$ cat config.mk
export PLATFORM = sky130hd
export DESIGN_NAME = pixel_gray_tone_color_flash
export DESIGN_NICKNAME = d
export VERILOG_FILES = /design/src/rtl/pgtcf_pkg.sv /design/src/rtl/pixel_gray_tone_color_flash.sv /design/src/rtl/pgtcf_blend.sv
export SDC_FILE = /design/constraint.sdc
export NUM_CORES = 2
export LEC_CHECK = 0
export BUFFER_PORTS_ARGS = -buffer_cell sky130_fd_sc_hd__buf_2
export CAP_MARGIN = 10
export CORE_ASPECT_RATIO = 0.7
export CORE_MARGIN = 3
export CORE_UTILIZATION = 60
export DETAILED_ROUTE_END_ITERATION = 7
export GPL_TIMING_DRIVEN = 0
export PLACE_DENSITY = 0.76
export SYNTH_ARGS = -nofsm -noshare
export SYNTH_HDL_FRONTEND = slang
export SYNTH_HIERARCHICAL = 1
export SYNTH_SLANG_ARGS = --single-unit
$ cat constraint.sdc
create_clock -name i_clk -period 14.8 [get_ports i_clk]
set_clock_uncertainty 0.1 [all_clocks]
set_input_delay 0.74 -clock i_clk [delete_from_list [all_inputs] [get_ports i_clk]]
set_output_delay 0.74 -clock i_clk [all_outputs]
set_load 0.01 [all_outputs]
$ cat src/rtl/pgtcf_pkg.sv
// Shared constants and types for the pixel gray/tone/color/flash pipeline.
// No dependencies; used by pgtcf_blend and pixel_gray_tone_color_flash.
`default_nettype none

package pgtcf_pkg;

    // channel width and full-scale value
    localparam int CHAN_BITS = 8;
    localparam int CHAN_MAX  = (1 << CHAN_BITS) - 1;

    // signed working width: holds -MAX .. 2*MAX with headroom
    localparam int SUM_W  = CHAN_BITS + 3;
    // signed product width of (b - a) * t
    localparam int PROD_W = SUM_W + CHAN_BITS;
    // quotient width, magnitude up to 2*MAX
    localparam int QUOT_W = CHAN_BITS + 1;

    // round-to-nearest offset: floor((m + ROUND) / MAX) rounds halves up
    localparam int ROUND = (CHAN_MAX - 1) / 2;

    // divide by MAX as multiply by a scaled reciprocal, exact for the product range
    localparam int RECIP_SHIFT = PROD_W + CHAN_BITS - 1;
    localparam longint RECIP   = ((longint'(1) << RECIP_SHIFT) + CHAN_MAX - 1) / CHAN_MAX;
    localparam int RECIP_W     = $clog2(RECIP + 1);

    // luma weights over 256
    localparam int LUMA_WR   = 77;
    localparam int LUMA_WG   = 150;
    localparam int LUMA_WB   = 29;
    localparam int LUMA_RND  = 128;
    localparam int LUMA_SH   = 8;
    localparam int LUMA_W    = CHAN_BITS + LUMA_SH + 1;

    // configuration register file
    localparam int CFG_IDX_W  = 3;
    localparam int CFG_DATA_W = 32;
    localparam int TONE_W     = 9;

    typedef enum logic [CFG_IDX_W-1:0] {
        CFG_TONE_RED   = 3'd0,
        CFG_TONE_GREEN = 3'd1,
        CFG_TONE_BLUE  = 3'd2,
        CFG_GRAY       = 3'd3,
        CFG_OPACITY    = 3'd4,
        CFG_COLOR      = 3'd5,
        CFG_FLASH      = 3'd6
    } t_cfg_idx;

    // stage enables of one blend unit
    typedef struct packed {
        logic s1;
        logic s2;
        logic s3;
    } t_blend_en;

endpackage

`default_nettype wire

$ cat src/rtl/pixel_gray_tone_color_flash.sv
// Top level of the pixel gray/tone/color/flash pipeline: config registers,
// luma stage, ten pgtcf_blend units, saturating output stage. Uses pgtcf_pkg.
//
// Usage:
//   Input channel: i_valid / o_ready with one RGBA texel per item.
//   Output channel: o_valid / i_ready with one adjusted RGBA pixel per item.
//   Config channel: i_cfg_valid / o_cfg_ready, i_cfg_index selects the
//   register (tone red/green/blue, gray amount, opacity, color word, flash
//   word), i_cfg_data carries the value; always ready. Write only while idle.
//   The path from input accept to output valid has eleven register stages
//   (one luma stage, three ranks of blend units of three stages each, one
//   saturating output register), the first loaded at the accept edge.
//   Throughput is one item per cycle unless stalled; each stage advances
//   when it is empty or the stage after it advances, so bubbles are squeezed out.
//   When the receiver stalls, the held result stays on the outputs and
//   upstream stages keep filling until every stage holds an item; only then
//   does o_ready drop. Nothing is lost or repeated.
//   Reset clears all stage valid bits and sets the registers to defaults:
//   opacity 255, everything else zero.
`default_nettype none

module pixel_gray_tone_color_flash (
    input  wire logic                                i_clk,
    input  wire logic                                i_rst_n,
    // input items
    input  wire logic                                i_valid,
    output logic                                     o_ready,
    input  wire logic [pgtcf_pkg::CHAN_BITS-1:0]     i_texel_red,
    input  wire logic [pgtcf_pkg::CHAN_BITS-1:0]     i_texel_green,
    input  wire logic [pgtcf_pkg::CHAN_BITS-1:0]     i_texel_blue,
    input  wire logic [pgtcf_pkg::CHAN_BITS-1:0]     i_texel_alpha,
    // output items
    output logic                                     o_valid,
    input  wire logic                                i_ready,
    output logic [pgtcf_pkg::CHAN_BITS-1:0]          o_out_red,
    output logic [pgtcf_pkg::CHAN_BITS-1:0]          o_out_green,
    output logic [pgtcf_pkg::CHAN_BITS-1:0]          o_out_blue,
    output logic [pgtcf_pkg::CHAN_BITS-1:0]          o_out_alpha,
    // configuration writes
    input  wire logic                                i_cfg_valid,
    output logic                                     o_cfg_ready,
    input  wire logic [pgtcf_pkg::CFG_IDX_W-1:0]     i_cfg_index,
    input  wire logic [pgtcf_pkg::CFG_DATA_W-1:0]    i_cfg_data
);
    import pgtcf_pkg::*;

    localparam int NSTG     = 11;
    localparam int ST_LUMA  = 0;
    localparam int ST_OUT   = NSTG - 1;
    localparam int ADLY_LO  = 4;
    localparam int ADLY_HI  = 9;

    // configuration registers
    logic signed [TONE_W-1:0] r_tone_red;
    logic signed [TONE_W-1:0] r_tone_green;
    logic signed [TONE_W-1:0] r_tone_blue;
    logic [CHAN_BITS-1:0]     r_gray;
    logic [CHAN_BITS-1:0]     r_opacity;
    logic [CFG_DATA_W-1:0]    r_color;
    logic [CFG_DATA_W-1:0]    r_flash;

    // pipeline control
    logic [NSTG-1:0] r_v;
    logic [NSTG-1:0] en;

    // luma stage payload
    logic [LUMA_W-1:0]    n_luma_sum;
    logic [CHAN_BITS-1:0] r_luma;
    logic [CHAN_BITS-1:0] r_red0;
    logic [CHAN_BITS-1:0] r_green0;
    logic [CHAN_BITS-1:0] r_blue0;
    logic [CHAN_BITS-1:0] r_alpha0;

    // blend unit outputs
    logic signed [SUM_W-1:0] gray_red, gray_green, gray_blue;
    logic signed [SUM_W-1:0] col_red, col_green, col_blue;
    logic signed [SUM_W-1:0] fl_red, fl_green, fl_blue;
    logic signed [SUM_W-1:0] alpha_y;

    logic [CHAN_BITS-1:0] r_alpha_d [ADLY_LO:ADLY_HI];

    t_blend_en en_gray, en_col, en_fl;

    logic [CHAN_BITS-1:0] r_out_red, r_out_green, r_out_blue, r_out_alpha;

    // configuration write port
    assign o_cfg_ready = 1'b1;

    always_ff @(posedge i_clk) begin
        if (!i_rst_n) begin
            r_tone_red   <= '0;
            r_tone_green <= '0;
            r_tone_blue  <= '0;
            r_gray       <= '0;
            r_opacity    <= CHAN_BITS'(CHAN_MAX);
            r_color      <= '0;
            r_flash      <= '0;
        end else if (i_cfg_valid && o_cfg_ready) begin
            unique case (i_cfg_index)
                CFG_TONE_RED:   r_tone_red   <= $signed(i_cfg_data[TONE_W-1:0]);
                CFG_TONE_GREEN: r_tone_green <= $signed(i_cfg_data[TONE_W-1:0]);
                CFG_TONE_BLUE:  r_tone_blue  <= $signed(i_cfg_data[TONE_W-1:0]);
                CFG_GRAY:       r_gray       <= i_cfg_data[CHAN_BITS-1:0];
                CFG_OPACITY:    r_opacity    <= i_cfg_data[CHAN_BITS-1:0];
                CFG_COLOR:      r_color      <= i_cfg_data;
                CFG_FLASH:      r_flash      <= i_cfg_data;
                default: ;
            endcase
        end
    end

    // stage enables: a stage moves when empty or when its successor moves
    always_comb begin
        en[ST_OUT] = !r_v[ST_OUT] || i_ready;
        for (int k = ST_OUT - 1; k >= 0; k--) begin
            en[k] = !r_v[k] || en[k+1];
        end
    end

    assign o_ready = en[ST_LUMA];
    assign o_valid = r_v[ST_OUT];

    // valid bits travel with the items
    always_ff @(posedge i_clk) begin
        if (!i_rst_n) begin
            r_v <= '0;
        end else begin
            if (en[ST_LUMA]) begin
                r_v[ST_LUMA] <= i_valid;
            end
            for (int k = 1; k < NSTG; k++) begin
                if (en[k]) begin
                    r_v[k] <= r_v[k-1];
                end
            end
        end
    end

    // luma stage
    always_comb begin
        n_luma_sum = LUMA_W'(LUMA_WR) * LUMA_W'(i_texel_red)
                   + LUMA_W'(LUMA_WG) * LUMA_W'(i_texel_green)
                   + LUMA_W'(LUMA_WB) * LUMA_W'(i_texel_blue)
                   + LUMA_W'(LUMA_RND);
    end

    always_ff @(posedge i_clk) begin
        if (en[ST_LUMA]) begin
            r_luma   <= n_luma_sum[LUMA_SH +: CHAN_BITS];
            r_red0   <= i_texel_red;
            r_green0 <= i_texel_green;
            r_blue0  <= i_texel_blue;
            r_alpha0 <= i_texel_alpha;
        end
    end

    assign en_gray = '{s1: en[1], s2: en[2], s3: en[3]};
    assign en_col  = '{s1: en[4], s2: en[5], s3: en[6]};
    assign en_fl   = '{s1: en[7], s2: en[8], s3: en[9]};

    // gray blend with tone added at the end
    pgtcf_blend u_gray_red (
        .i_clk (i_clk), .i_en (en_gray),
        .i_a   ($signed({{(SUM_W - CHAN_BITS){1'b0}}, r_red0})),
        .i_b   (r_luma), .i_t (r_gray),
        .i_off (SUM_W'(r_tone_red)), .o_y (gray_red)
    );
    pgtcf_blend u_gray_green (
        .i_clk (i_clk), .i_en (en_gray),
        .i_a   ($signed({{(SUM_W - CHAN_BITS){1'b0}}, r_green0})),
        .i_b   (r_luma), .i_t (r_gray),
        .i_off (SUM_W'(r_tone_green)), .o_y (gray_green)
    );
    pgtcf_blend u_gray_blue (
        .i_clk (i_clk), .i_en (en_gray),
        .i_a   ($signed({{(SUM_W - CHAN_BITS){1'b0}}, r_blue0})),
        .i_b   (r_luma), .i_t (r_gray),
        .i_off (SUM_W'(r_tone_blue)), .o_y (gray_blue)
    );

    // alpha scale by opacity, same rounding as a blend from zero
    pgtcf_blend u_alpha (
        .i_clk (i_clk), .i_en (en_gray),
        .i_a   ('0), .i_b (r_alpha0), .i_t (r_opacity),
        .i_off ('0), .o_y (alpha_y)
    );

    // blend toward the color word
    pgtcf_blend u_col_red (
        .i_clk (i_clk), .i_en (en_col), .i_a (gray_red),
        .i_b   (r_color[7:0]), .i_t (r_color[31:24]),
        .i_off ('0), .o_y (col_red)
    );
    pgtcf_blend u_col_green (
        .i_clk (i_clk), .i_en (en_col), .i_a (gray_green),
        .i_b   (r_color[15:8]), .i_t (r_color[31:24]),
        .i_off ('0), .o_y (col_green)
    );
    pgtcf_blend u_col_blue (
        .i_clk (i_clk), .i_en (en_col), .i_a (gray_blue),
        .i_b   (r_color[23:16]), .i_t (r_color[31:24]),
        .i_off ('0), .o_y (col_blue)
    );

    // blend toward the flash word
    pgtcf_blend u_fl_red (
        .i_clk (i_clk), .i_en (en_fl), .i_a (col_red),
        .i_b   (r_flash[7:0]), .i_t (r_flash[31:24]),
        .i_off ('0), .o_y (fl_red)
    );
    pgtcf_blend u_fl_green (
        .i_clk (i_clk), .i_en (en_fl), .i_a (col_green),
        .i_b   (r_flash[15:8]), .i_t (r_flash[31:24]),
        .i_off ('0), .o_y (fl_green)
    );
    pgtcf_blend u_fl_blue (
        .i_clk (i_clk), .i_en (en_fl), .i_a (col_blue),
        .i_b   (r_flash[23:16]), .i_t (r_flash[31:24]),
        .i_off ('0), .o_y (fl_blue)
    );

    // alpha delay line alongside the color and flash blends
    always_ff @(posedge i_clk) begin
        if (en[ADLY_LO]) begin
            r_alpha_d[ADLY_LO] <= alpha_y[CHAN_BITS-1:0];
        end
        for (int k = ADLY_LO + 1; k <= ADLY_HI; k++) begin
            if (en[k]) begin
                r_alpha_d[k] <= r_alpha_d[k-1];
            end
        end
    end

    // saturate to 0..MAX
    function automatic logic [CHAN_BITS-1:0] sat(input logic signed [SUM_W-1:0] v);
        logic [CHAN_BITS-1:0] res;
        if (v < 0) begin
            res = '0;
        end else if (v > SUM_W'(CHAN_MAX)) begin
            res = CHAN_BITS'(CHAN_MAX);
        end else begin
            res = v[CHAN_BITS-1:0];
        end
        return res;
    endfunction

    // output register
    always_ff @(posedge i_clk) begin
        if (en[ST_OUT]) begin
            r_out_red   <= sat(fl_red);
            r_out_green <= sat(fl_green);
            r_out_blue  <= sat(fl_blue);
            r_out_alpha <= r_alpha_d[ADLY_HI];
        end
    end

    assign o_out_red   = r_out_red;
    assign o_out_green = r_out_green;
    assign o_out_blue  = r_out_blue;
    assign o_out_alpha = r_out_alpha;

endmodule

`default_nettype wire

$ cat src/rtl/pgtcf_blend.sv
// Three-stage blend unit: y = a + round((b - a) * t / MAX) + off.
// Depends on pgtcf_pkg for widths, rounding and reciprocal constants.
`default_nettype none

module pgtcf_blend (
    input  wire logic                               i_clk,
    input  wire pgtcf_pkg::t_blend_en               i_en,
    input  wire logic signed [pgtcf_pkg::SUM_W-1:0] i_a,
    input  wire logic [pgtcf_pkg::CHAN_BITS-1:0]    i_b,
    input  wire logic [pgtcf_pkg::CHAN_BITS-1:0]    i_t,
    input  wire logic signed [pgtcf_pkg::SUM_W-1:0] i_off,
    output logic signed [pgtcf_pkg::SUM_W-1:0]      o_y
);
    import pgtcf_pkg::*;

    localparam int MAG_W = PROD_W - 1;
    localparam int MUL_W = MAG_W + RECIP_W;

    logic signed [SUM_W-1:0]  n_diff;
    logic signed [PROD_W-1:0] n_p;
    logic signed [PROD_W-1:0] r_p;
    logic signed [SUM_W-1:0]  r_a1;
    logic signed [PROD_W-1:0] n_abs;
    logic [MAG_W-1:0]         n_m;
    logic [MUL_W-1:0]         n_prod;
    logic [QUOT_W-1:0]        r_q;
    logic                     r_neg;
    logic signed [SUM_W-1:0]  r_a2;
    logic signed [SUM_W-1:0]  n_qs;
    logic signed [SUM_W-1:0]  r_y;

    // stage 1: difference times weight
    always_comb begin
        n_diff = $signed({{(SUM_W - CHAN_BITS){1'b0}}, i_b}) - i_a;
        n_p    = PROD_W'(n_diff) * PROD_W'($signed({1'b0, i_t}));
    end

    always_ff @(posedge i_clk) begin
        if (i_en.s1) begin
            r_p  <= n_p;
            r_a1 <= i_a;
        end
    end

    // stage 2: magnitude plus rounding, divide by MAX through the reciprocal
    always_comb begin
        n_abs  = r_p[PROD_W-1] ? -r_p : r_p;
        n_m    = n_abs[MAG_W-1:0] + MAG_W'(ROUND);
        n_prod = MUL_W'(n_m) * MUL_W'(RECIP);
    end

    always_ff @(posedge i_clk) begin
        if (i_en.s2) begin
            r_q   <= n_prod[RECIP_SHIFT +: QUOT_W];
            r_neg <= r_p[PROD_W-1];
            r_a2  <= r_a1;
        end
    end

    // stage 3: apply signed quotient and offset
    always_comb begin
        n_qs = $signed({{(SUM_W - QUOT_W){1'b0}}, r_q});
    end

    always_ff @(posedge i_clk) begin
        if (i_en.s3) begin
            r_y <= r_a2 + (r_neg ? -n_qs : n_qs) + i_off;
        end
    end

    assign o_y = r_y;

endmodule

`default_nettype wire
### Word-level counts from Yosys, hierarchy flattened

Memory sizes are Yosys's and may differ from the RTL's. A register that Yosys moved wholly into a read port is not among the register bits.
Cells that the tools add are included.

| word-level totals | value |
|---|---|
| bits in registers | 754 |
| memory bits (writable) | 48 |
| input bits | 72 |
| output and inout port bits | 35 |
| word-level logic and storage cells | 238 |
| memories | 1 |

Memories:

| memory | words | width | read ports | clocked after memory_dff | write ports | line | source |
|---|---|---|---|---|---|---|---|
| r_alpha_d | 6 | 8 | 6 | 1 | 6 | pixel_gray_tone_color_flash.sv:80 | `logic [CHAN_BITS-1:0] r_alpha_d [ADLY_LO:ADLY_HI];` |

| cells by class | value |
|---|---|
| add/subtract/negate cells | 54 |
| multiply operators | 23 |
| order comparisons | 6 |
| eq/ne operators | 6 |
| multiplexer cells | 35 |
| reduce and logical (&&, ||, !) cells | 30 |

Operators with widths:

| cell | number |
|---|---|
| multiplier 18 x 19 -> 35 bit, second input constant | 9 |
| adder 18 x 7 -> 18 bit, second input constant | 10 |
| 2-to-1 mux 18 bit | 10 |
| negation 18 bit | 9 |
| multiplier 11 x 9 -> 19 bit | 6 |
| 2-to-1 mux 11 bit | 9 |
| negation 9 -> 11 bit | 9 |
| adder 11 bit | 6 |
| subtractor 9 x 11 -> 11 bit | 6 |
| multiplier 9 x 9 -> 18 bit | 3 |
| multiplier 18 x 19 -> 34 bit, second input constant | 1 |
| adder 11 x 9 -> 11 bit | 3 |
| adder 9 x 11 -> 11 bit | 3 |
| greater-than comparator 11 x 9 -> 1 bit, second input constant | 3 |
| < comparator 11 x 1 -> 1 bit, second input constant | 3 |
| 2-to-1 mux 8 bit | 4 |
| multiplier 7 x 8 -> 15 bit, first input constant | 2 |
| subtractor 8 x 8 -> 9 bit | 3 |
| negation 16 -> 18 bit | 1 |
| adder 15 x 16 -> 16 bit | 1 |
| adder 16 x 13 -> 16 bit | 1 |
| adder 16 x 8 -> 16 bit, second input constant | 1 |
| multiplier 8 x 8 -> 16 bit | 1 |
| AND reduction 2 bit | 7 |
| 9 further kinds | 43 |

### Longest topological paths before layout

| logic depth | value |
|---|---|
| depth after elaboration | 12 |
| depth in mapped cells | 30 |
| gate-level depth less buffers | 29 |

### By module

Netlist, hierarchy kept.

Modules (own cells, without submodules):

| module | instances | cells an instance | area each (um2) | seq. area each (um2) |
|---|---|---|---|---|
| pgtcf_blend at u_alpha ... | 6 | 932 | 9096.2 | 1861.8 |
| pgtcf_blend at u_gray_green ... | 2 | 921 | 9082.5 | 1861.8 |
| pixel_gray_tone_color_flash | 1 | 1041 | 11489.8 | 5965.7 |
| pgtcf_blend at u_fl_red | 1 | 926 | 9156.3 | 1861.8 |
| pgtcf_blend at u_gray_blue | 1 | 895 | 8988.6 | 1861.8 |

### Least setup slack after synthesis

No wires, ideal clock.

| path | value |
|---|---|
| path type | flip-flop to flip-flop |
| start point | reg u_alpha.r_p[0] |
| end point | reg u_alpha/r_q[8] (netlist name) |
| setup time | 269 ps |
| data arrival time | 6641 ps |
| required time | 14431 ps |
| path slack | 7791 ps |
| stages on the path, launching flop included | 28 |
| buffers on the path | 0 |
| period minus slack after synthesis | 7009 ps |
| cell sequence | edfxtp_1 > inv_1 > ha_1 > or4b_1 > o41ai_2 > xor2_1 > nor2_1 > and2_4 > nand2_1 > or2_2 > nor4_1 > xnor2_1 > ha_1 > ha_1 > inv_1 > fa_1 > fa_1 > inv_1 > ha_1 > ha_1 > nand4_1 > or4_1 > nor4_1 > a311oi_1 > a211oi_1 > o21ai_1 > a211oi_2 > xor2_1 |

RTL lines:

| what | line | source |
|---|---|---|
| from (decl) | pgtcf_blend.sv:21 | `logic signed [PROD_W-1:0] r_p;` |
| from (signal assigned) | pgtcf_blend.sv:40 | `r_p <= n_p;` |

### Worst setup path in the final report

| path | value |
|---|---|
| start point | reg u_col_green.r_p[0] |
| end point | reg u_col_green.r_q[7], data pin |

| between the ends | value |
|---|---|
| longest elaborated chain between the ends | 4 |

Ends and longest elaborated chain:

| what | line | source |
|---|---|---|
| from (decl) | pgtcf_blend.sv:21 |  |
| from (signal assigned) | pgtcf_blend.sv:40 |  |
| negation 18 bit | pgtcf_blend.sv:47 | `n_abs = r_p[PROD_W-1] ? -r_p : r_p;` |
| 2-to-1 mux 18 bit * | pgtcf_blend.sv:47 |  |
| adder 18 x 7 -> 18 bit * | pgtcf_blend.sv:48 | `n_m = n_abs[MAG_W-1:0] + MAG_W'(ROUND);` |
| multiplier 18 x 19 -> 35 bit * | pgtcf_blend.sv:49 | `n_prod = MUL_W'(n_m) * MUL_W'(RECIP);` |
| named net u_col_green.n_prod[33] | pgtcf_blend.sv:25 | `logic [MUL_W-1:0] n_prod;` |
| to (signal assigned) | pgtcf_blend.sv:54 | `r_q <= n_prod[RECIP_SHIFT +: QUOT_W];` |
| to (decl) | pgtcf_blend.sv:26 | `logic [QUOT_W-1:0] r_q;` |

The timed path passes the listed nets; every way through them passes the cells marked *.
A chain may end at the register's enable or synchronous reset.

==> results.yml <==
setup_path:
  cp_slowest_stage_delay_ns: 0.72
  r2r_cells: 27
  crit_fanout: 9
  reg2reg_slack_ns: 6.27
  cp.arrival_ns: 8.89
  critical_path_required_ns: 15.16
  r2r-end: "u_col_green/r_q[7]$_DFFE_PP_"
  cp_common_cell: "ha_1"
  worstSetupPathType: "register to register"
  cp-start-kind: "register"
  end_kind: "register"
  r2r-start: "u_col_green/r_p[0]$_DFFE_PP_"
  crit_slowest_cell: "a311oi_1"
routing:
  drt_iter0_drc: 5482
  dr.pass1.iters: 8
  routedWlPerCell_um: 17.7
  vias: 71408
  drc: 0
  wl_um: 228000
  postRouteAntennaNets: 0
  vias_per_cell: 5.53
layout:
  multi_input_area_um2: 69600
  mostFrequentLayoutCell: "inv_1"
  final_cell_mix: "inv_1, ha_1, fa_1, nand2_1, edfxtp_1"
  layout.nets: 13262
  syn2layout_area_growth_pct: 7.30
  regArea_um2: 24300
  utilization_pct: 65.3
  drive_gt1_share_pct: 4.78
  fillers: 13121
logic_synthesis:
  ys_warn_count: 6
  syn_area_um2: 102000
  synth.avg_cell_area_um2: 9.93
  postSynthCellCount: 10256
sta:
  finalSetupViolCount: 0
  fin_crit_ns: 8.53
  grt_setup_unrepaired: "no"
  report.final.hold_viol_count: 0
  max_freq_mhz: 117
  fin_ws_ns: 6.27
  tns_ns: 0
  finalMaxSlewViolations: 0
  holdWs_ns: 0.0869
  min_period_over_period_pct: 57.6
  max_slew_margin_pct: 29.7
  worst_pin_slew_ns: 1.05
floorplan:
  die_h_um: 351
  rows: 125
  core-area_um2: 167000
  die_w_um: 498
  ios: 107
  start_util_pct: 60.9
  die-area_um2: 175000
clocking:
  tritoncts: "built"
  cts_max_level: 3
  worstSkewPairLatency_ns: 0.74
  root_buffer: "clkbuf_16"
  hold_buffers: 0
  clk_pin_slew_ns: 0.06
  cts_sinks: 848
  clockBufferDepth: 3
  numCtsBuffers: 90
  cts.repair_timing.setup_buffer_count: 0
  cts_resized: 0
global_routing:
  grt_pass1_wl_um: 377000
  grt_max_degree: 70
  grt_use_total_pct: 26.6
  grt_pass1_vias: 73497
  overflow: 0
  antenna_found_initial: 31
status:
  outcome: "finished, final reports clean"
flow_run:
  max-cap-violations: 0
placed_design:
  dpl.hpwl_um: 188000
  portBuffers: 102
  gp_congestion: 0.931
  pre_cts_ws_ns: 6.44
hold_path:
  hold_start: "i_texel_alpha[5]"
  holdPathEnd: "r_alpha0[5]$_DFFE_PP_"
  hp-class: "input pin to register"
  min_path_cells: 1
[worst max-delay path: cells and delay by family (launching register included)]
family	cells	cell delay, ns
flip-flops	1	0.62
buffers and inverters	4	0.57
AO/OA/AOI/OAI	8	2.12
XOR/XNOR	3	0.82
AND/OR/NAND/NOR	5	1.63
adder cells (fa/ha/maj)	7	2.40
[metal layers]
| layer | wire (um) | global-route usage (%) | vias to the layer above | share of wire (%) |
|---|---|---|---|---|
| met2 | 101000 | 41.8 | 2011 | 44 |
| met4 | 6210 | 7.49 | 2 | 2.7 |
| met5 | 13 | 0 | - | 0.0057 |
| met1 | 105000 | 38.1 | 34944 | 46 |
| li1 | - | - | 34134 | - |
| met3 | 15400 | 4.43 | 317 | 6.7 |
[cell type report]
cell class / instances / area share, %
antenna: 24 / 0.0550
buffer: 203 / 0.834
clock buffer: 101 / 2.15
clock inverter: 68 / 0.907
inverter: 2000 / 6.88
multi-input combinational: 7327 / 63.7
sequential: 848 / 22.2
tap: 2222 / 2.54
timing repair buffer: 112 / 0.692
[sequential cells by signal (all words and copies together), names as in the netlist, 19 cells and up]
register          count
r_alpha_d            48
r_color              32
r_flash              32
u_alpha/r_p          19
u_col_blue/r_p       19
u_col_green/r_p      19
u_col_red/r_p        19
u_fl_blue/r_p        19
u_fl_green/r_p       19
u_fl_red/r_p         19
u_gray_blue/r_p      19
u_gray_green/r_p     19
u_gray_red/r_p       19
[worst max-delay path by stage]
stage               cells after the start                    startpoint                           end  slack (ns)
detailed placement                     27    u_fl_blue/r_p[0]$_DFFE_PP_    u_fl_blue/r_q[7]$_DFFE_PP_        6.44
global placement                       27  u_col_green/r_p[0]$_DFFE_PP_  u_col_green/r_q[7]$_DFFE_PP_        6.59
CTS                                    27    u_fl_blue/r_p[0]$_DFFE_PP_    u_fl_blue/r_q[7]$_DFFE_PP_        6.35
global route                           27    u_fl_blue/r_p[0]$_DFFE_PP_    u_fl_blue/r_q[7]$_DFFE_PP_        5.83
finish                                 27  u_col_green/r_p[0]$_DFFE_PP_  u_col_green/r_q[7]$_DFFE_PP_        6.27
floorplan                              27   u_col_blue/r_p[0]$_DFFE_PP_   u_col_blue/r_q[8]$_DFFE_PP_        7.79
[metrics by stage]
stage | instances | area [um^2]
after global routing | 12902 | 109000
after detailed placement | 12712 | 106000
final | 12905 | 109000
after floorplan | 10378 | 102000
after global placement | 12702 | 106000
after CTS | 12881 | 109000
Power is not shown: default switching activity piles up to over one toggle a cycle in this logic, so the estimate is an artifact.
